===== config.mk =====
export PLATFORM = sky130hd
export DESIGN_NAME = integer_pid_controller_unit
export DESIGN_NICKNAME = d
export VERILOG_FILES = /design/src/ipid_pkg.sv /design/src/integer_pid_controller_unit.sv
export SDC_FILE = /design/constraint.sdc
export NUM_CORES = 2
export LEC_CHECK = 0
export BUFFER_PORTS_ARGS = -buffer_cell sky130_fd_sc_hd__buf_2
export CORE_MARGIN = 4
export CORE_UTILIZATION = 45
export CTS_CLUSTER_SIZE = 8
export DETAILED_ROUTE_END_ITERATION = 12
export SETUP_SLACK_MARGIN = 0.4
export SYNTH_ARGS = -nofsm -noshare
export SYNTH_HDL_FRONTEND = slang
export SYNTH_SLANG_ARGS = --single-unit
export TNS_END_PERCENT = 1

===== constraint.sdc =====
create_clock -name clock -period 14.1 [get_ports clock]
set_clock_uncertainty 0.05 [all_clocks]
set_input_delay 2.82 -clock clock [delete_from_list [all_inputs] [get_ports clock]]
set_output_delay 2.82 -clock clock [all_outputs]
set_load 0.01 [all_outputs]

===== src/ipid_pkg.sv =====
// Shared widths, register indexes, sequencer states and saturation helper for the PID unit.
package ipid_pkg;

   localparam int ERR_W  = 16;   // error sample and gain width
   localparam int WORD_W = 32;   // time, integral, drive and product width
   localparam int QUO_W  = 17;   // signed derivative quotient width
   localparam int SUM_W  = 34;   // exact width of the three-term sum
   localparam int CNT_W  = 5;    // serial step counter width

   typedef enum logic [2:0] {
      CSR_KP             = 3'd0,
      CSR_KI             = 3'd1,
      CSR_KD             = 3'd2,
      CSR_SAMPLE_PERIOD  = 3'd3,
      CSR_INTEGRAL_UPPER = 3'd4,
      CSR_INTEGRAL_LOWER = 3'd5,
      CSR_DRIVE_UPPER    = 3'd6,
      CSR_DRIVE_LOWER    = 3'd7
   } csr_index_type;

   typedef enum logic [7:0] {
      ST_IDLE  = 8'b0000_0001,
      ST_CHECK = 8'b0000_0010,
      ST_DIV   = 8'b0000_0100,
      ST_MULD  = 8'b0000_1000,
      ST_SUM1  = 8'b0001_0000,
      ST_SUM2  = 8'b0010_0000,
      ST_CLAMP = 8'b0100_0000,
      ST_OUT   = 8'b1000_0000
   } state_type;

   // Clamp to the upper limit first, then raise to the lower limit, so a
   // lower limit above the upper one wins.
   function automatic logic [WORD_W-1:0] sat_word(input logic signed [SUM_W-1:0] v,
                                                  input logic [WORD_W-1:0] hi,
                                                  input logic [WORD_W-1:0] lo);
      logic signed [SUM_W-1:0] hi_x;
      logic signed [SUM_W-1:0] lo_x;
      logic signed [SUM_W-1:0] r;
      hi_x = $signed({{(SUM_W-WORD_W){hi[WORD_W-1]}}, hi});
      lo_x = $signed({{(SUM_W-WORD_W){lo[WORD_W-1]}}, lo});
      r = v;
      if (r > hi_x) begin
         r = hi_x;
      end
      if (r < lo_x) begin
         r = lo_x;
      end
      return r[WORD_W-1:0];
   endfunction

endpackage


===== src/integer_pid_controller_unit.sv =====
// Integer PID controller with integral and output saturation, bit-serial datapath.
//
// Usage: an input transfer on the req_ channel carries an error sample and a
// millisecond timestamp. Every accepted transfer produces exactly one result
// transfer on the rsp_ channel: the controller drive in rsp_tdata and, in
// rsp_tuser, a flag that is set when a new update was computed. An update is
// due when the wrapped time since the last update reaches the sample period;
// otherwise the held drive comes back with the flag clear.
// Sequencing: a due item goes from the check state through the 16-step
// restoring divider (which runs the proportional and integral multiplies
// beside it) and the 17-step derivative multiply, all one bit per cycle, then
// the sum and clamp states to the output; an item not due goes straight from
// check to output. New items are taken only in idle. Gains and limits must be
// written through the csr_ port while the unit is idle; this is not enforced.
// Reset (synchronous, active high) restores the register defaults, clears the
// integral, the previous error, the last update time and the held drive, and
// empties the result register. When the receiver stalls, a finished result
// waits in the result register while the next item is accepted and computed;
// that item then waits in the final state until the register is free.
module integer_pid_controller_unit
   import ipid_pkg::*;
(
   input  logic                 clock,
   input  logic                 reset,
   // Input channel
   input  logic                 req_tvalid,
   output logic                 req_tready,
   input  logic [47:0]          req_tdata,   // [15:0] error_sample, [47:16] now_ms
   // Result channel
   output logic                 rsp_tvalid,
   input  logic                 rsp_tready,
   output logic [WORD_W-1:0]    rsp_tdata,   // [31:0] drive
   output logic                 rsp_tuser,   // [0] fresh
   // Configuration write port
   input  logic                 csr_we,
   input  logic [2:0]           csr_addr,
   input  logic [WORD_W-1:0]    csr_wdata
);

   // Configuration registers
   logic [ERR_W-1:0]  kp_ff, ki_ff, kd_ff, period_ff;
   logic [WORD_W-1:0] int_upper_ff, int_lower_ff, drive_upper_ff, drive_lower_ff;

   // Controller state kept between items
   logic [WORD_W-1:0] integral_acc_ff;
   logic [ERR_W-1:0]  last_error_ff;
   logic [WORD_W-1:0] last_update_ff;
   logic [WORD_W-1:0] held_drive_ff;

   // Sequencer
   state_type         state_ff, state_in;
   logic [CNT_W-1:0]  cnt_ff;

   // Captured item
   logic [ERR_W-1:0]  err_ff;
   logic [WORD_W-1:0] now_ff;
   logic              due_ff;

   // Restoring divider: remainder, dividend that fills with quotient bits,
   // divisor and sign of the difference.
   logic [ERR_W-1:0]  rem_ff, dvd_ff, dvsr_ff;
   logic              neg_ff;

   // Shift-add multipliers: serial operand, shifting multiplicand, accumulator
   logic [ERR_W-1:0]  err_sr_ff;
   logic [WORD_W-1:0] pmc_ff, imc_ff, p_acc_ff, i_acc_ff;
   logic [QUO_W-1:0]  q_sr_ff;
   logic [WORD_W-1:0] dmc_ff, d_acc_ff;

   // Wide sums
   logic [WORD_W:0]   isum_ff;
   logic [SUM_W-1:0]  sum_ff;

   // Result register
   logic              rsp_valid_ff;
   logic [WORD_W-1:0] rsp_data_ff;
   logic              rsp_user_ff;

   // Combinational helpers
   logic              req_fire, out_free, out_load;
   logic [WORD_W-1:0] elapsed;
   logic              due_in;
   logic [ERR_W:0]    diff;
   logic [ERR_W:0]    diff_mag;
   logic [ERR_W+1:0]  div_trial;
   logic              mul_last;
   logic [WORD_W-1:0] p_acc_in, i_acc_in, d_acc_in;
   logic [QUO_W-1:0]  q_signed;

   assign req_tready = (state_ff == ST_IDLE);
   assign req_fire   = req_tvalid && req_tready;
   assign out_free   = !rsp_valid_ff || rsp_tready;
   assign out_load   = (state_ff == ST_OUT) && out_free;

   assign rsp_tvalid = rsp_valid_ff;
   assign rsp_tdata  = rsp_data_ff;
   assign rsp_tuser  = rsp_user_ff;

   always_comb begin
      // Due test uses wrapping subtraction of the timestamps.
      elapsed  = now_ff - last_update_ff;
      due_in   = (elapsed >= {{(WORD_W-ERR_W){1'b0}}, period_ff});
      // Derivative numerator and its magnitude; the magnitude fits in 16 bits.
      diff     = {err_ff[ERR_W-1], err_ff} - {last_error_ff[ERR_W-1], last_error_ff};
      diff_mag = diff[ERR_W] ? (~diff + 1'b1) : diff;
      // One restoring division step: shift in the next dividend bit, try to subtract.
      div_trial = {1'b0, rem_ff, dvd_ff[ERR_W-1]} - {2'b00, dvsr_ff};
      // The last serial bit of a two's complement operand has negative weight.
      mul_last = (cnt_ff == CNT_W'(ERR_W - 1));
      p_acc_in = p_acc_ff;
      i_acc_in = i_acc_ff;
      if (err_sr_ff[0]) begin
         p_acc_in = mul_last ? (p_acc_ff - pmc_ff) : (p_acc_ff + pmc_ff);
         i_acc_in = mul_last ? (i_acc_ff - imc_ff) : (i_acc_ff + imc_ff);
      end
      d_acc_in = d_acc_ff;
      if (q_sr_ff[0]) begin
         d_acc_in = (cnt_ff == CNT_W'(QUO_W - 1)) ? (d_acc_ff - dmc_ff)
                                                  : (d_acc_ff + dmc_ff);
      end
      // Quotient with the sign of the difference, truncated toward zero.
      q_signed = neg_ff ? (~{1'b0, dvd_ff} + 1'b1) : {1'b0, dvd_ff};
   end

   always_comb begin
      state_in = state_ff;
      case (state_ff)
         ST_IDLE:  if (req_fire) state_in = ST_CHECK;
         ST_CHECK: state_in = due_in ? ST_DIV : ST_OUT;
         ST_DIV:   if (cnt_ff == CNT_W'(ERR_W)) state_in = ST_MULD;
         ST_MULD:  if (cnt_ff == CNT_W'(QUO_W - 1)) state_in = ST_SUM1;
         ST_SUM1:  state_in = ST_SUM2;
         ST_SUM2:  state_in = ST_CLAMP;
         ST_CLAMP: state_in = ST_OUT;
         ST_OUT:   if (out_free) state_in = ST_IDLE;
         default:  state_in = ST_IDLE;
      endcase
   end

   // Control state and configuration
   always_ff @(posedge clock) begin
      if (reset) begin
         state_ff        <= ST_IDLE;
         cnt_ff          <= '0;
         rsp_valid_ff    <= 1'b0;
         kp_ff           <= '0;
         ki_ff           <= '0;
         kd_ff           <= '0;
         period_ff       <= ERR_W'(10);
         int_upper_ff    <= {1'b0, {(WORD_W-1){1'b1}}};
         int_lower_ff    <= {1'b1, {(WORD_W-1){1'b0}}};
         drive_upper_ff  <= {1'b0, {(WORD_W-1){1'b1}}};
         drive_lower_ff  <= {1'b1, {(WORD_W-1){1'b0}}};
         integral_acc_ff <= '0;
         last_error_ff   <= '0;
         last_update_ff  <= '0;
         held_drive_ff   <= '0;
      end else begin
         state_ff <= state_in;

         if (state_ff != state_in) begin
            cnt_ff <= '0;
         end else begin
            cnt_ff <= cnt_ff + 1'b1;
         end

         if (out_load) begin
            rsp_valid_ff <= 1'b1;
         end else if (rsp_tready) begin
            rsp_valid_ff <= 1'b0;
         end

         if (csr_we) begin
            case (csr_index_type'(csr_addr))
               CSR_KP:             kp_ff          <= csr_wdata[ERR_W-1:0];
               CSR_KI:             ki_ff          <= csr_wdata[ERR_W-1:0];
               CSR_KD:             kd_ff          <= csr_wdata[ERR_W-1:0];
               CSR_SAMPLE_PERIOD:  period_ff      <= csr_wdata[ERR_W-1:0];
               CSR_INTEGRAL_UPPER: int_upper_ff   <= csr_wdata;
               CSR_INTEGRAL_LOWER: int_lower_ff   <= csr_wdata;
               CSR_DRIVE_UPPER:    drive_upper_ff <= csr_wdata;
               CSR_DRIVE_LOWER:    drive_lower_ff <= csr_wdata;
               default: ;
            endcase
         end

         // The integral is saturated once its sum is ready, first derivative step.
         if (state_ff == ST_MULD && cnt_ff == '0) begin
            integral_acc_ff <= sat_word($signed({isum_ff[WORD_W], isum_ff}),
                                        int_upper_ff, int_lower_ff);
         end

         if (state_ff == ST_CLAMP) begin
            held_drive_ff  <= sat_word($signed(sum_ff), drive_upper_ff, drive_lower_ff);
            last_error_ff  <= err_ff;
            last_update_ff <= now_ff;
         end
      end
   end

   // Datapath registers
   always_ff @(posedge clock) begin
      if (req_fire) begin
         err_ff <= req_tdata[ERR_W-1:0];
         now_ff <= req_tdata[47:16];
      end

      case (state_ff)
         ST_CHECK: begin
            due_ff    <= due_in;
            neg_ff    <= diff[ERR_W];
            dvd_ff    <= diff_mag[ERR_W-1:0];
            rem_ff    <= '0;
            // A zero period divides by one.
            dvsr_ff   <= (period_ff == '0) ? ERR_W'(1) : period_ff;
            err_sr_ff <= err_ff;
            pmc_ff    <= {{(WORD_W-ERR_W){kp_ff[ERR_W-1]}}, kp_ff};
            imc_ff    <= {{(WORD_W-ERR_W){ki_ff[ERR_W-1]}}, ki_ff};
            p_acc_ff  <= '0;
            i_acc_ff  <= '0;
         end
         ST_DIV: begin
            if (cnt_ff < CNT_W'(ERR_W)) begin
               if (!div_trial[ERR_W+1]) begin
                  rem_ff <= div_trial[ERR_W-1:0];
                  dvd_ff <= {dvd_ff[ERR_W-2:0], 1'b1};
               end else begin
                  rem_ff <= {rem_ff[ERR_W-2:0], dvd_ff[ERR_W-1]};
                  dvd_ff <= {dvd_ff[ERR_W-2:0], 1'b0};
               end
               p_acc_ff  <= p_acc_in;
               i_acc_ff  <= i_acc_in;
               err_sr_ff <= {1'b0, err_sr_ff[ERR_W-1:1]};
               pmc_ff    <= {pmc_ff[WORD_W-2:0], 1'b0};
               imc_ff    <= {imc_ff[WORD_W-2:0], 1'b0};
            end else begin
               isum_ff  <= {integral_acc_ff[WORD_W-1], integral_acc_ff}
                         + {i_acc_ff[WORD_W-1], i_acc_ff};
               q_sr_ff  <= q_signed;
               dmc_ff   <= {{(WORD_W-ERR_W){kd_ff[ERR_W-1]}}, kd_ff};
               d_acc_ff <= '0;
            end
         end
         ST_MULD: begin
            d_acc_ff <= d_acc_in;
            q_sr_ff  <= {1'b0, q_sr_ff[QUO_W-1:1]};
            dmc_ff   <= {dmc_ff[WORD_W-2:0], 1'b0};
         end
         ST_SUM1: begin
            sum_ff <= {{(SUM_W-WORD_W){p_acc_ff[WORD_W-1]}}, p_acc_ff}
                    + {{(SUM_W-WORD_W){integral_acc_ff[WORD_W-1]}}, integral_acc_ff};
         end
         ST_SUM2: begin
            sum_ff <= sum_ff + {{(SUM_W-WORD_W){d_acc_ff[WORD_W-1]}}, d_acc_ff};
         end
         default: ;
      endcase

      if (out_load) begin
         rsp_data_ff <= held_drive_ff;
         rsp_user_ff <= due_ff;
      end
   end

   // The divide phase never runs past its extra setup step.
   a_div_count: assert property (@(posedge clock) disable iff (reset)
      (state_ff == ST_DIV) |-> (cnt_ff <= CNT_W'(ERR_W)))
      else $error("divide phase overran its step count");

   // A finished division leaves a remainder below the divisor.
   a_div_rem: assert property (@(posedge clock) disable iff (reset)
      (state_ff == ST_MULD) |-> (rem_ff < dvsr_ff))
      else $error("division remainder not below divisor");

   // With ordered limits, the new drive lies within them.
   a_drive_range: assert property (@(posedge clock) disable iff (reset)
      (state_ff == ST_CLAMP && $signed(drive_lower_ff) <= $signed(drive_upper_ff))
      |=> ($signed(held_drive_ff) <= $signed($past(drive_upper_ff)) &&
           $signed(held_drive_ff) >= $signed($past(drive_lower_ff))))
      else $error("drive outside its limits");

   // Loading the result register presents the held drive on the next cycle.
   a_out_load: assert property (@(posedge clock) disable iff (reset)
      out_load |=> (rsp_tvalid && rsp_tdata == $past(held_drive_ff)))
      else $error("result register not loaded with held drive");

endmodule

==> results.cfg <==
[outcome]
status = complete, no violations

[cts]
post_cts_resized = 0
clock_path_buffers = 3
cts-buffers-inserted = 104
root_buffer = clkbuf_16
clock-sinks = 741
cts_setup_buffers = 0
clk_latency_ns = 0.68
cts_tree = yes
clk_pin_slew_worst_paths_ns = 0.05
h-tree-depth = 3
ctsHoldBuffers = 0

[final_layout]
drive_gt1_frac = 0.0758
post-route-cell-area_sq_um = 51000
syn_to_final_growth_pct = 10.7
fin_cells = 6645
nNetsFinal = 5698
antenna_cells = 0

[global_routing]
grt_pass1_wl_microns = 197000
grt_overflow = 0
grt_pass1_vias = 34276
grt_max_degree = 88
antenna_found_initial = 2
grtUsageTotal = 0.231

[routing]
vias = 36586
wirelength_microns = 127000
drc = 0
viasPerCell = 5.51
drt-initial-drc-count = 2726
ant_nets = 0
wire_per_inst_microns = 19.2
dr.pass1.iters = 5

[timing]
worstMarginPinSlew_ns = 1.10
max_freq_mhz = 150
fin_crit_sh = 0.474
whs_ns = 0.376
fin_ws_ns = 7.41
rsz0062_at_grt = false
finalMaxSlewViolations = 0
setup_viol = 0
period_needed_ns = 6.69
finalHoldViolCount = 0
fin_tns_setup_ns = 0
slew_headroom = 0.265

[worst_setup_path]
critPathLaunchType = flop
reg2reg_to = held_drive_ff[7]
path_class = flop to flop
ff2ff_setup_slack_ns = 7.41
worstRegToRegCells = 22
critPathCapture = held_drive_ff[7]
cp-end-kind = flop
critPathMaxFanout = 38
regToRegStartpoint = drive_upper_ff[31]
crit_start = drive_upper_ff[31]
crit_required_ns = 14.63
critPathArrivalTime_ns = 7.22

[logic_synthesis]
synth_top_area_frac = 0.276
synth_area_sq_um = 46100
syn_area_per_cell_sq_um = 8.95
yosysUniqueCellTypes = 79
post_synth_inst_count = 5146
ys_ff_latch = 741
synth_ff_type = edfxtp_1
async_flop_share = 0
yosysWarnings = 0
syn_nets = 5652
synth_top_cell_by_area = edfxtp_1
synth.area.top_cells = edfxtp_1 (28%), dfxtp_1 (14%), ha_1 (11%), nand2_1 (6.9%), a21oi_1 (5.5%)
synth_edf_count = 423
seq_area_frac_synth = 0.414

[floorplanning]
core_area_sq_um = 102000
fp.dieW_microns = 328
start_util = 0.453
io_pins = 123
dieArea_sq_um = 108000
std_cell_rows = 117
die_y_microns = 328

[place]
dp_hpwl_microns = 92200
place_area_sq_um = 47900
place.gp.congestion = 0.883
pre_cts_slack_ns = 7.43
dp.cells = 6453
port_buffers = 122

[worst_hold_path]
holdPathStages = 0
hp-start = held_drive_ff[20]
min_path_type = flop to flop

[power_and_ir_drop]
power.density_nw_per_um2 = 100
vdd_ir_drop_max_mv = 0.0865
p_leak_uw = 0.0199

[run]
max_cap_violations = 0
==> cells in the final DEF, fill, tap and decap left out, drive strengths merged, types with 13 or more instances in the layout <==
master / instances
nor4: 35
edfxtp: 423
xor2: 110
and2: 17
a211o: 73
nor3: 91
a21oi: 505
nand2b: 58
o21ai: 241
o31ai: 29
inv: 302
mux2: 66
or2: 20
clkbuf: 183
a31oi: 31
xnor2: 203
nand3b: 43
a211oi: 34
mux2i: 44
nor2: 416
o21bai: 23
nor2b: 50
o21a: 56
or3: 25
ha: 409
o211ai: 20
nor3b: 13
or4: 17
buf: 160
dfxtp: 318
and3: 22
a21o: 143
nand2: 852
nand3: 73
nand4: 35
==> per-layer routing <==
| layer | up-vias | global-route usage | part of all wire |
|---|---|---|---|
| li1 | 18263 | - | - |
| met1 | 17301 | 0.336 | 0.48 |
| met2 | 869 | 0.367 | 0.44 |
| met3 | 153 | 0.0288 | 0.056 |
| met4 | 0 | 0.0579 | 0.022 |
| met5 | - | 0 | 0 |
==> critical path, cell delays in order (launching register included) <==
cell,delay (ns)
dfxtp_1,0.38
inv_1,0.10
ha_1,0.32
nand4_1,0.19
nor4_2,0.46
nand2_1,0.10
a31oi_1,0.25
or3_1,0.17
a21o_1,0.39
buf_4,0.44
mux2_2,0.42
ha_1,0.33
nand2_1,0.06
nor3_1,0.35
nand2_1,0.10
nor4_1,0.43
nand2_1,0.10
o21ai_1,0.26
mux2i_4,0.70
buf_4,0.47
nor2_1,0.08
a211o_1,0.27
a21oi_1,0.15
==> cell families (layout without fill, tap and decap cells) <==
group	Yosys count	in the layout	synth area share
simple gates	1795	1795	0.175
compound gates	1249	1249	0.167
flops	741	741	0.414
buf+inv	520	651	0.0436
fa+ha+maj	418	418	0.115
xor+xnor	313	313	0.0595
mux	110	110	0.0260
==> synth_stat cells, types with 11 or more instances <==
library cell    n
o21bai_1       23
nand4_1        35
or2_2          19
a21oi_1       505
o31ai_1        29
nand3b_1       43
o21ai_0       234
nand2_1       852
xnor2_1       203
nor3_1         90
a21o_1        143
and3_1         22
mux2i_1        43
nor2_1        416
inv_1         300
and2_1         17
o21a_1         56
ha_1          409
a21boi_0       11
nor3b_1        12
o211ai_1       20
a211o_1        73
nor4_1         33
edfxtp_1      423
xor2_1        110
clkbuf_2       16
clkbuf_1      191
dfxtp_1       318
nand3_1        73
or4_1          17
a211oi_1       34
nand2b_1       58
a31oi_1        31
nor2b_1        50
or3_1          25
mux2_2         66
==> state kept, by name (all words and copies together), names as in the netlist, 32 cells and up <==
name,cells
d_acc_ff,32
dmc_ff,32
drive_lower_ff,32
drive_upper_ff,32
held_drive_ff,32
i_acc_ff,32
imc_ff,32
int_lower_ff,32
int_upper_ff,32
integral_acc_ff,32
isum_ff,33
last_update_ff,32
now_ff,32
p_acc_ff,32
pmc_ff,32
rsp_tdata,32
sum_ff,34
==> per-stage QoR <==
stage / utilization / total power (uW)
2_1_floorplan: - / 2660
3_3_place_gp: 0.471 / 2780
3_5_place_dp: 0.471 / 2780
4_1_cts: 0.501 / 5180
5_1_grt: 0.501 / 5310
6_report: 0.501 / 5120
==> worst min path at each step <==
stage                          to  slack [ns]
global placement    rsp_tdata[30]        0.36
CTS                 rsp_tdata[20]        0.37
finish              rsp_tdata[20]        0.38
global route        rsp_tdata[30]        0.38
floorplan               rsp_tuser        0.35
detailed placement  rsp_tdata[20]        0.36
==> cell type report <==
class	count	area, sq um
well taps	1368	1710
repair buffers	160	906
clock inverters	8	95.1
fillers	9622	50800
clock buffers	183	2950
flip-flops and latches	741	19100
inverters	300	1130
multi-input cells	3885	25100
==> where the power goes <==
part | switching (uW) | internal [uW]
Clock | 975 | 1400
Sequential | 28.3 | 2320
Combinational | 249 | 150
No activity file was read; power rests on OpenSTA's default activity.
